==> src/rtl/core/pnd_pkg.sv <==
// Shared types and constants for the polyline nearest distance block.
`timescale 1ns / 1ps
package pnd_pkg;

  localparam int T_FRAC_BITS_DEF = 16;
  localparam int SCALE_FRAC_BITS = 24;

  localparam int LON_W     = 32;
  localparam int LAT_W     = 31;
  localparam int SCALE_W   = 24;
  localparam int DIST_W    = 48;
  localparam int CFG_W     = 48;
  localparam int CFG_IDX_W = 3;

  localparam int DIFF_W   = 33;            // signed coordinate difference
  localparam int MAG_W    = 32;            // magnitude of a difference
  localparam int SCALED_W = MAG_W + SCALE_W;
  localparam int HALF_W   = SCALED_W / 2;
  localparam int MUL_W    = 32;
  localparam int PROD_W   = 2 * MUL_W;
  localparam int LEN_W    = 2 * SCALED_W + 1;
  localparam int ACC_W    = LEN_W + 2;

  localparam int LEN_SHIFT    = 2 * SCALE_FRAC_BITS - 32;
  localparam int DIST_SHIFT   = 2 * SCALE_FRAC_BITS - 16;
  localparam int ZERO_LEN_Q32 = 4295;

  localparam int QUEUE_DEPTH = 2;

  localparam logic [DIST_W-1:0]  DIST_MAX      = '1;
  localparam logic [SCALE_W-1:0] LON_GAIN_RST  = 24'd116053;
  localparam logic [SCALE_W-1:0] LAT_GAIN_RST  = 24'd186764;
  localparam logic [DIST_W-1:0]  RADIUS_SQ_RST = 48'd80281600;

  typedef enum logic [CFG_IDX_W-1:0] {
    REG_QUERY_LON = 3'd0,
    REG_QUERY_LAT = 3'd1,
    REG_LON_GAIN  = 3'd2,
    REG_LAT_GAIN  = 3'd3,
    REG_RADIUS_SQ = 3'd4
  } cfg_reg_t;

  typedef enum logic [1:0] {
    CMD_NONE,
    CMD_SEG,
    CMD_POINT
  } cmd_kind_t;

  typedef struct packed {
    logic signed [LON_W-1:0] x1;
    logic signed [LAT_W-1:0] y1;
    logic signed [LON_W-1:0] x2;
    logic signed [LAT_W-1:0] y2;
    cmd_kind_t               kind;
    logic                    restart;
    logic                    last;
  } vtx_cmd_t;

  typedef struct packed {
    logic signed [LON_W-1:0] query_lon;
    logic signed [LAT_W-1:0] query_lat;
    logic [SCALE_W-1:0]      lon_gain;
    logic [SCALE_W-1:0]      lat_gain;
    logic [DIST_W-1:0]       radius_sq;
  } cfg_t;

  typedef enum logic [3:0] {
    ST_IDLE,
    ST_SCALE,
    ST_LEN_MAC,
    ST_LEN_WAIT,
    ST_LEN_CHK,
    ST_DOT_MAC,
    ST_DOT_WAIT,
    ST_DOT_CHK,
    ST_DIV,
    ST_OFF,
    ST_OFF_WAIT,
    ST_FIN,
    ST_DIST_SC,
    ST_DIST_MAC,
    ST_DIST_WAIT,
    ST_DONE
  } back_state_t;

  typedef enum logic [2:0] {
    WB_NONE,
    WB_ADD,
    WB_SUB,
    WB_SCALE,
    WB_OFFX,
    WB_OFFY
  } wb_t;

endpackage

==> src/rtl/core/pnd_queue.sv <==
// Short request queue between the front end and the arithmetic back end.
`timescale 1ns / 1ps
module pnd_queue import pnd_pkg::*; (
  input  logic     clk,
  input  logic     rst,
  input  logic     push,
  input  vtx_cmd_t push_data,
  output logic     full,
  input  logic     pop,
  output logic     valid,
  output vtx_cmd_t pop_data
);

  localparam int PTR_W = (QUEUE_DEPTH > 1) ? $clog2(QUEUE_DEPTH) : 1;
  localparam int CNT_W = $clog2(QUEUE_DEPTH + 1);

  vtx_cmd_t         entries [QUEUE_DEPTH];
  logic [PTR_W-1:0] wr_ptr;
  logic [PTR_W-1:0] rd_ptr;
  logic [CNT_W-1:0] count;

  assign full     = (count == CNT_W'(QUEUE_DEPTH));
  assign valid    = (count != '0);
  assign pop_data = entries[rd_ptr];

  function automatic logic [PTR_W-1:0] ptr_inc(input logic [PTR_W-1:0] p);
    if (p == PTR_W'(QUEUE_DEPTH - 1)) begin
      return '0;
    end
    return p + 1'b1;
  endfunction

  always_ff @(posedge clk) begin
    if (rst) begin
      wr_ptr <= '0;
      rd_ptr <= '0;
      count  <= '0;
    end else begin
      if (push) begin
        wr_ptr <= ptr_inc(wr_ptr);
      end
      if (pop) begin
        rd_ptr <= ptr_inc(rd_ptr);
      end
      if (push && !pop) begin
        count <= count + 1'b1;
      end else if (pop && !push) begin
        count <= count - 1'b1;
      end
    end
  end

  always_ff @(posedge clk) begin
    if (push) begin
      entries[wr_ptr] <= push_data;
    end
  end

endmodule

==> config.mk <==
export PLATFORM = sky130hd
export DESIGN_NAME = pnd_queue
export DESIGN_NICKNAME = d
export VERILOG_FILES = /design/src/rtl/core/pnd_pkg.sv /design/src/rtl/core/pnd_queue.sv
export SDC_FILE = /design/constraint.sdc
export NUM_CORES = 1
export LEC_CHECK = 0
export BUFFER_PORTS_ARGS = -buffer_cell sky130_fd_sc_hd__buf_4
export CAP_MARGIN = 20
export CORE_MARGIN = 2
export CORE_UTILIZATION = 47
export CTS_CLUSTER_DIAMETER = 30
export CTS_CLUSTER_SIZE = 8
export DETAILED_ROUTE_END_ITERATION = 6
export GPL_TIMING_DRIVEN = 0
export PLACE_DENSITY = 0.72
export SKIP_LAST_GASP = 1
export SYNTH_ARGS = -nofsm -noshare
export SYNTH_HDL_FRONTEND = slang
export SYNTH_SLANG_ARGS = --single-unit
==> constraint.sdc <==
create_clock -name clk -period 7 [get_ports clk]
set_clock_uncertainty 0.15 [all_clocks]
set_input_delay 0.7 -clock clk [delete_from_list [all_inputs] [get_ports clk]]
set_output_delay 0.7 -clock clk [all_outputs]
set_load 0.01 [all_outputs]
==> run summary <==
Syn Area/Cell: 22.6 sq um
yosys warns: 0
Layout Nets: 880
first-pass GRT wire length: 28400 um
Antenna Violating Nets Remaining: 0
vias in the first global route: 5630
Slew Limit Fails: 0
share of cells above drive strength 1: 0.616
Mapped Cells: 426
Overall Global Routing Usage: 0.169
row cnt: 52
GR Util met3: 0.0683
most frequent cells in the layout: buf_4 (266), edfxtp_1 (260), mux2_2 (130), clkbuf_16 (49), clkbuf_1 (12)
CP endpoint kind: primary output
# resized after CTS: 0
clk sink count: 265
global routing's busiest layer: met2
leak pwr: 5.16 nW
Most used DFF post-synth: edfxtp_1
DPL Wire Length: 12500 um
Critical Path Max Stage Delay: 0.35 ns
Initial Utilization: 0.477
cts bufs inserted: 47
Longest Clk Path Bufs: 3
root buffer cell: clkbuf_16
CP Data Required Time: 6.15 ns
Top Ports: 266
clk slew on worst S/H paths: 0.05 ns
Overflow after GRT: 0
commonest non-fill, non-tap cell in the layout: buf_4
RSZ-0062 raised after global routing: false
via count: 5048
outcome: finished clean
CP Cell Sequence: buf_4 -> buf_6 -> mux2_2 -> buf_4
Placeable Area: 0.0202 sq mm
fin area: 0.0136 sq mm
worst hold path type: input port to register
DR vias/cell: 4.82
total negative slack: 0 ns
fmax: 369 MHz
met2 usage: 0.296
H-tree depth: 2
initial antenna violation count: 0
buffers added on ports: 265
Cell Area, Synth: 0.00961 sq mm
largest net degree at the start of global routing: 71
DRC viols: 0
P per Cell Area: 330 mW/mm^2
ys async rst share: 0
Slew Limit Headroom: 0.413
startpoint types: register
Crit-path slowest cell: dfxtp_1
Hold Crit Start: push_data[13]
worst r2r src: wr_ptr$_SDFFE_PP0P_
Worst-Margin Slew: 0.881 ns
final count of hold timing violations: 0
Crit Path Category: register to primary output
antenna cells: 0
area delta synth->final: 41.2%
total wire length: 18600 um
Final GP Congestion: 0.746
final setup fails: 0
Area after DPL: 0.0121 sq mm
Die Wd: 147 um
CTS tree: yes
worst vdd ir: 0.214 mV
WP data arrival: 1.86 ns
DRT Pass-1 Iters: 4
met1 Usage GRT: 0.182
syn_nets: 561
synth unique cells: 17
drt first-iter violations: 161
Die H: 147 um
Tcrit/Tclk final: 0.387
per-cell routed wire length: 17.8 um
Setup Fix Bufs, Post-CTS: 0
Seq/Total Area, Yosys: 0.822
min Tclk post-route: 2.71 ns
EDFF count, synth: 260
Max-Cap Viols: 0
synthesis-stage register bit count: 265
Die Area: 0.0216 sq mm
Worst-Skew Late Latency: 0.51 ns
Critical Path Most Common Cell: buf_4
Max FO, Critical Path: 10
CTS Hold Bufs: 0
[critical path, delay by kind of cell (launching register included)]
family	cells	cell delay, ns
mux	1	0.35
flops	1	0.35
buf+inv	3	0.64
[per-layer routing]
metal / share of wire / up-vias
met5: 0 / -
met4: 0.033 / 0
met3: 0.097 / 46
met2: 0.51 / 205
met1: 0.36 / 2452
li1: - / 2345
[Yosys cell counts, drive strengths merged, types with 2 or more instances]
library cell  count  share of area
dfxtp             5          0.010
nor2b             2         0.0013
buf              14          0.014
xnor2             2         0.0018
xor2              2         0.0018
mux2            130           0.15
nor2              4         0.0016
edfxtp          260           0.81
[stage by stage]
step	total power, W	utilization	std cells	setup slack [ns]	hold WS, ns
final	0.00447	0.673	1047	4.29	0.222
after global routing	0.00464	0.673	1047	4.19	0.198
after CTS	0.00453	0.673	1047	4.24	0.199
after detailed placement	0.00238	0.598	966	4.50	0.344
after global placement	0.00237	0.592	961	0.663	0.331
after floorplan	0.00213	-	426	2.32	0.306
[flip-flops by register name, indices dropped and copies added (netlist names), named ones only]
name	count
entries	260
rd_ptr	1
count	2
wr_ptr	1
[final cells by class]
class | instances | area [sq um]
repair buffers | 270 | 2100
inverters | 1 | 3.75
plain buffers | 14 | 135
clock buffers | 63 | 1300
multi-input cells | 146 | 1580
well taps | 270 | 338
fillers | 1310 | 6590
clock inverters | 18 | 214
flip-flops and latches | 265 | 7910
[power by group]
part / total [W] / internal (W) / switching [W]
registers: 0.00188 / 0.00186 / 0.0000223
logic: 0.000466 / 0.000256 / 0.000211
clock network: 0.00213 / 0.00146 / 0.000667
total: 0.00447 / 0.00358 / 0.000900
[logic make-up after synthesis]
logic type               share of synthesized area
XOR/XNOR                                   0.00364
AO/OA/AOI/OAI                              0.00104
multiplexers                                 0.152
buffers and inverters                       0.0144
AND/OR/NAND/NOR                            0.00482
flip-flops                                   0.822
adder cells (fa/ha/maj)                    0.00130
[final timing paths]
path	endpoint	cells past startpoint	slack (ns)
max reg2reg	entries[1][56]$_DFFE_PP_	2	4.89
max	pop_data[77]	4	4.29
min reg2reg	count[1]$_SDFFE_PP0P_	2	0.35
min	entries[1][13]$_DFFE_PP_	1	0.22
Note: power is estimated with default switching activity, not from simulation.
