[src/rtl/core/pnd_pkg.sv]
// Shared types and constants for the polyline nearest distance block.
`timescale 1ns / 1ps
package pnd_pkg;

  localparam int T_FRAC_BITS_DEF = 16;
  localparam int SCALE_FRAC_BITS = 24;

  localparam int LON_W     = 32;
  localparam int LAT_W     = 31;
  localparam int SCALE_W   = 24;
  localparam int DIST_W    = 48;
  localparam int CFG_W     = 48;
  localparam int CFG_IDX_W = 3;

  localparam int DIFF_W   = 33;            // signed coordinate difference
  localparam int MAG_W    = 32;            // magnitude of a difference
  localparam int SCALED_W = MAG_W + SCALE_W;
  localparam int HALF_W   = SCALED_W / 2;
  localparam int MUL_W    = 32;
  localparam int PROD_W   = 2 * MUL_W;
  localparam int LEN_W    = 2 * SCALED_W + 1;
  localparam int ACC_W    = LEN_W + 2;

  localparam int LEN_SHIFT    = 2 * SCALE_FRAC_BITS - 32;
  localparam int DIST_SHIFT   = 2 * SCALE_FRAC_BITS - 16;
  localparam int ZERO_LEN_Q32 = 4295;

  localparam int QUEUE_DEPTH = 2;

  localparam logic [DIST_W-1:0]  DIST_MAX      = '1;
  localparam logic [SCALE_W-1:0] LON_GAIN_RST  = 24'd116053;
  localparam logic [SCALE_W-1:0] LAT_GAIN_RST  = 24'd186764;
  localparam logic [DIST_W-1:0]  RADIUS_SQ_RST = 48'd80281600;

  typedef enum logic [CFG_IDX_W-1:0] {
    REG_QUERY_LON = 3'd0,
    REG_QUERY_LAT = 3'd1,
    REG_LON_GAIN  = 3'd2,
    REG_LAT_GAIN  = 3'd3,
    REG_RADIUS_SQ = 3'd4
  } cfg_reg_t;

  typedef enum logic [1:0] {
    CMD_NONE,
    CMD_SEG,
    CMD_POINT
  } cmd_kind_t;

  typedef struct packed {
    logic signed [LON_W-1:0] x1;
    logic signed [LAT_W-1:0] y1;
    logic signed [LON_W-1:0] x2;
    logic signed [LAT_W-1:0] y2;
    cmd_kind_t               kind;
    logic                    restart;
    logic                    last;
  } vtx_cmd_t;

  typedef struct packed {
    logic signed [LON_W-1:0] query_lon;
    logic signed [LAT_W-1:0] query_lat;
    logic [SCALE_W-1:0]      lon_gain;
    logic [SCALE_W-1:0]      lat_gain;
    logic [DIST_W-1:0]       radius_sq;
  } cfg_t;

  typedef enum logic [3:0] {
    ST_IDLE,
    ST_SCALE,
    ST_LEN_MAC,
    ST_LEN_WAIT,
    ST_LEN_CHK,
    ST_DOT_MAC,
    ST_DOT_WAIT,
    ST_DOT_CHK,
    ST_DIV,
    ST_OFF,
    ST_OFF_WAIT,
    ST_FIN,
    ST_DIST_SC,
    ST_DIST_MAC,
    ST_DIST_WAIT,
    ST_DONE
  } back_state_t;

  typedef enum logic [2:0] {
    WB_NONE,
    WB_ADD,
    WB_SUB,
    WB_SCALE,
    WB_OFFX,
    WB_OFFY
  } wb_t;

endpackage

[src/rtl/core/pnd_front.sv]
// Front end: accepts vertices, tracks the previous vertex and classifies each request.
`timescale 1ns / 1ps
module pnd_front import pnd_pkg::*; (
  input  logic                    clk,
  input  logic                    rst,
  input  logic                    in_valid,
  output logic                    in_stall,
  input  logic signed [LON_W-1:0] vertex_lon,
  input  logic signed [LAT_W-1:0] vertex_lat,
  input  logic                    first_vertex,
  input  logic                    last_vertex,
  input  logic                    q_full,
  output logic                    push,
  output vtx_cmd_t                cmd
);

  logic signed [LON_W-1:0] prev_lon;
  logic signed [LAT_W-1:0] prev_lat;
  logic                    have_prev;
  logic                    seg_ok;

  assign in_stall = q_full;
  assign push     = in_valid && !q_full;
  // a first mark drops any partial road
  assign seg_ok   = have_prev && !first_vertex;

  always_comb begin
    cmd.x1      = prev_lon;
    cmd.y1      = prev_lat;
    cmd.x2      = vertex_lon;
    cmd.y2      = vertex_lat;
    cmd.restart = first_vertex;
    cmd.last    = last_vertex;
    if (seg_ok) begin
      cmd.kind = CMD_SEG;
    end else if (last_vertex) begin
      cmd.kind = CMD_POINT;
    end else begin
      cmd.kind = CMD_NONE;
    end
  end

  always_ff @(posedge clk) begin
    if (rst) begin
      have_prev <= 1'b0;
    end else if (push) begin
      have_prev <= !last_vertex;
    end
  end

  always_ff @(posedge clk) begin
    if (rst) begin
      prev_lon <= '0;
      prev_lat <= '0;
    end else if (push) begin
      prev_lon <= vertex_lon;
      prev_lat <= vertex_lat;
    end
  end

endmodule

[config.mk]
export PLATFORM = sky130hd
export DESIGN_NAME = pnd_front
export DESIGN_NICKNAME = d
export VERILOG_FILES = /design/src/rtl/core/pnd_pkg.sv /design/src/rtl/core/pnd_front.sv
export SDC_FILE = /design/constraint.sdc
export NUM_CORES = 1
export LEC_CHECK = 0
export ABC_AREA = 1
export BUFFER_PORTS_ARGS = -buffer_cell sky130_fd_sc_hd__buf_2
export CELL_PAD_IN_SITES_DETAIL_PLACEMENT = 1
export CELL_PAD_IN_SITES_GLOBAL_PLACEMENT = 1
export CORE_UTILIZATION = 25
export CTS_CLUSTER_DIAMETER = 80
export DETAILED_ROUTE_END_ITERATION = 7
export GPL_TIMING_DRIVEN = 0
export PLACE_DENSITY = 0.75
export SLEW_MARGIN = 10
export SYNTH_ARGS = -nofsm -noshare
export SYNTH_HDL_FRONTEND = slang
export SYNTH_SLANG_ARGS = --single-unit
[constraint.sdc]
create_clock -name clk -period 0.8 [get_ports clk]
set_input_delay 0.16 -clock clk [delete_from_list [all_inputs] [get_ports clk]]
set_output_delay 0.16 -clock clk [all_outputs]
set_load 0.005 [all_outputs]
==> run_results.csv <==
group,metric,value,unit
clocking,clock_latency,0.32,ns
sta,finClkSkew,0,ns
placed_design,place.detailed.hpwl,8100,um
clocking,cts_tree,"done",
clocking,cts_buffers,9,
pwr,vdd_ir_drop_max,0.00121,V
route,wirelength,10700,um
sta,slew_headroom,0.843,
cells_and_area,layout_commonest_cell,"buf_2",
critical_path,crit_type,"flop to primary output",
sta,min_period,1.13,ns
sta,fin_ws,-0.327,ns
status,outcome,"finished, violations left",
synth,synth_top_family_by_area,"simple AND/OR/NAND/NOR gates",
synth,synth_compound_area_frac,0,
floorplan,coreArea,12600,um^2
clocking,root_buffer,"clkbuf_16",
hold_path,min_path_type,"input pin to flop",
route,drc_errors,0,
clocking,hold_buffers,0,
clocking,path_clk_slew,0.06,ns
cells_and_area,seqCellArea,1360,um^2
synth,synth_fa_ha_area_frac,0,
synth,synth_area,3250,um^2
global_routing,grt_antenna_before_repair,0,
synth,ys_seq_area_frac,0.394,
synth,synth.avg_cell_area,6.71,um^2
cells_and_area,finalNonFillerCells,882,
route,first_pass_iters,4,
sta,finalHoldViolations,0,
sta,tightest_slew,0.236,ns
critical_path,start_kind,"flop",
floorplan,die_h,116,um
clocking,cts_num_sinks,64,
cells_and_area,final_cell_mix,"buf_2, nor2_1, buf_4",
floorplan,num_rows,41,
synth,synth_xor_area_frac,0,
floorplan,io_pins,201,
cells_and_area,syn2layout_area_growth,62.5,%
route,drt-initial-drc-count,107,
synth,synthDistinctLibCells,11,
status,violations,"setup timing",
critical_path,cp.arrival,0.97,ns
synth,synth-simple-area-share,0.324,
sta,finalMaxSlewViolations,0,
critical_path,worstSetupEndpointType,"primary output",
job,drv_cap,0,
cells_and_area,fin_nets,774,
clocking,clk_path_buf_depth,2,
sta,fmax,0.888,GHz
sta,timing.final.crit_share,1.41,
synth,synthMuxAreaShare,0,
placed_design,gp_congestion,0.677,
route,routedWlPerCell,12.2,um
synth,synth_warnings,0,
critical_path,rr_startpoint,"prev_lon[6]",
hold_path,hold_start,"rst",
clocking,h-tree-depth,3,
floorplan,die-width,116,um
synth,netlist_instances,484,
global_routing,globalRouteTotalUtil,0.155,
synth,synth_largest_area_cell,"dfxtp_1",
cells_and_area,multiInputGateArea,1070,um^2
global_routing,grt_max_degree,12,
pwr,power.density,1880,nW/um^2
floorplan,dieArea,13500,um^2
cells_and_area,stdcell_area,5280,um^2
cells_and_area,fillCellCount,1663,
placed_design,dp_cells,856,
global_routing,grt_pass1_vias,3554,
critical_path,critPathMaxFanout,2,
synth,yosys.area.top_type_share,0.394,
sta,setup-violations-final,65,
synth,syn_nets,553,
route,vias_per_cell,4.08,
placed_design,placed_cell_area,4460,um^2
cells_and_area,layout-drive-gt1-share,0.548,
global_routing,grt_first_pass_wirelength,16200,um
sta,tns,-7.78,ns
floorplan,start_util,0.257,
route,ant_nets,0,
cells_and_area,antennaDiodeCount,0,
route,vias,3600,
critical_path,crit_required,0.64,ns
critical_path,crit_start,"have_prev",
placed_design,port_buffers,200,
global_routing,grt_overflow_total,0,
synth,ys_ff_latch,64,
pwr,p_leak,3.00,nW
synth,synth.area.top_cells,"dfxtp_1, buf_4, nor2_1",
sta,rsz0062_at_grt,"true",
==> metrics by stage <==
step	setup slack (ns)	power (mW)	util	hold WS, ns
6_report	-0.327	9.93	0.418	0.146
2_1_floorplan	0.0250	4.46	-	0.343
4_1_cts	-0.347	9.93	0.402	0.147
3_5_place_dp	-0.380	5.26	0.354	0.466
3_3_place_gp	-0.340	5.18	0.354	0.458
5_1_grt	-0.370	10.5	0.418	0.167
==> layer usage <==
layer	global-route usage	wire length [um]	vias to the layer above
met5	0	0	-
met4	0.0564	148	0
met3	0.0324	639	13
met2	0.297	5560	128
met1	0.165	4380	1648
li1	-	-	1811
==> kinds of logic after synthesis <==
| logic type | after synthesis |
|---|---|
| AND/OR/NAND/NOR | 259 |
| flip-flops | 64 |
| buffers and inverters | 161 |
==> registers in the layout, summed over array words and instances (netlist names) <==
name       cells
prev_lat      31
have_prev      1
prev_lon      32
==> report_power, final <==
part           internal [mW]  switching (mW)
combinational           1.04           0.841
clock                   3.03            1.43
sequential              3.45           0.136
==> final cells by class <==
| type | count | area share |
|---|---|---|
| clock buffers | 10 | 0.0434 |
| multi-input cells | 259 | 0.204 |
| well taps | 172 | 0.0408 |
| flip-flops and latches | 64 | 0.258 |
| plain buffers | 93 | 0.133 |
| inverters | 68 | 0.0488 |
| repair buffers | 210 | 0.252 |
| clock inverters | 6 | 0.0204 |
==> worst paths after layout <==
| check | end | slack [ns] | cells after the start |
|---|---|---|---|
| max | cmd[2] | -0.33 | 4 |
| min | prev_lon[25] | 0.15 | 4 |
| max reg2reg | prev_lon[6] | 0.01 | 4 |
| min reg2reg | prev_lat[28] | 0.47 | 2 |
==> critical path, cell delays in order (launching register included) <==
cell and delay, ns:
dfxtp_2 0.33, inv_2 0.04, nor2_4 0.09, buf_6 0.10, buf_6 0.08
==> cells in the mapped netlist (all sizes together) <==
cell type and count:
clkbuf 3, nand2 64, nand3 64, inv 68
buf 90, dfxtp 64, nor2 131
==> repair_timing <==
action	4_1_cts	5_1_grt
endpoints found under the setup margin	87	126
gates cloned	0	0
pin swaps	1	3
setup buffers	6	4
gates resized for setup	95	42
(Power assumes the default switching activity.)
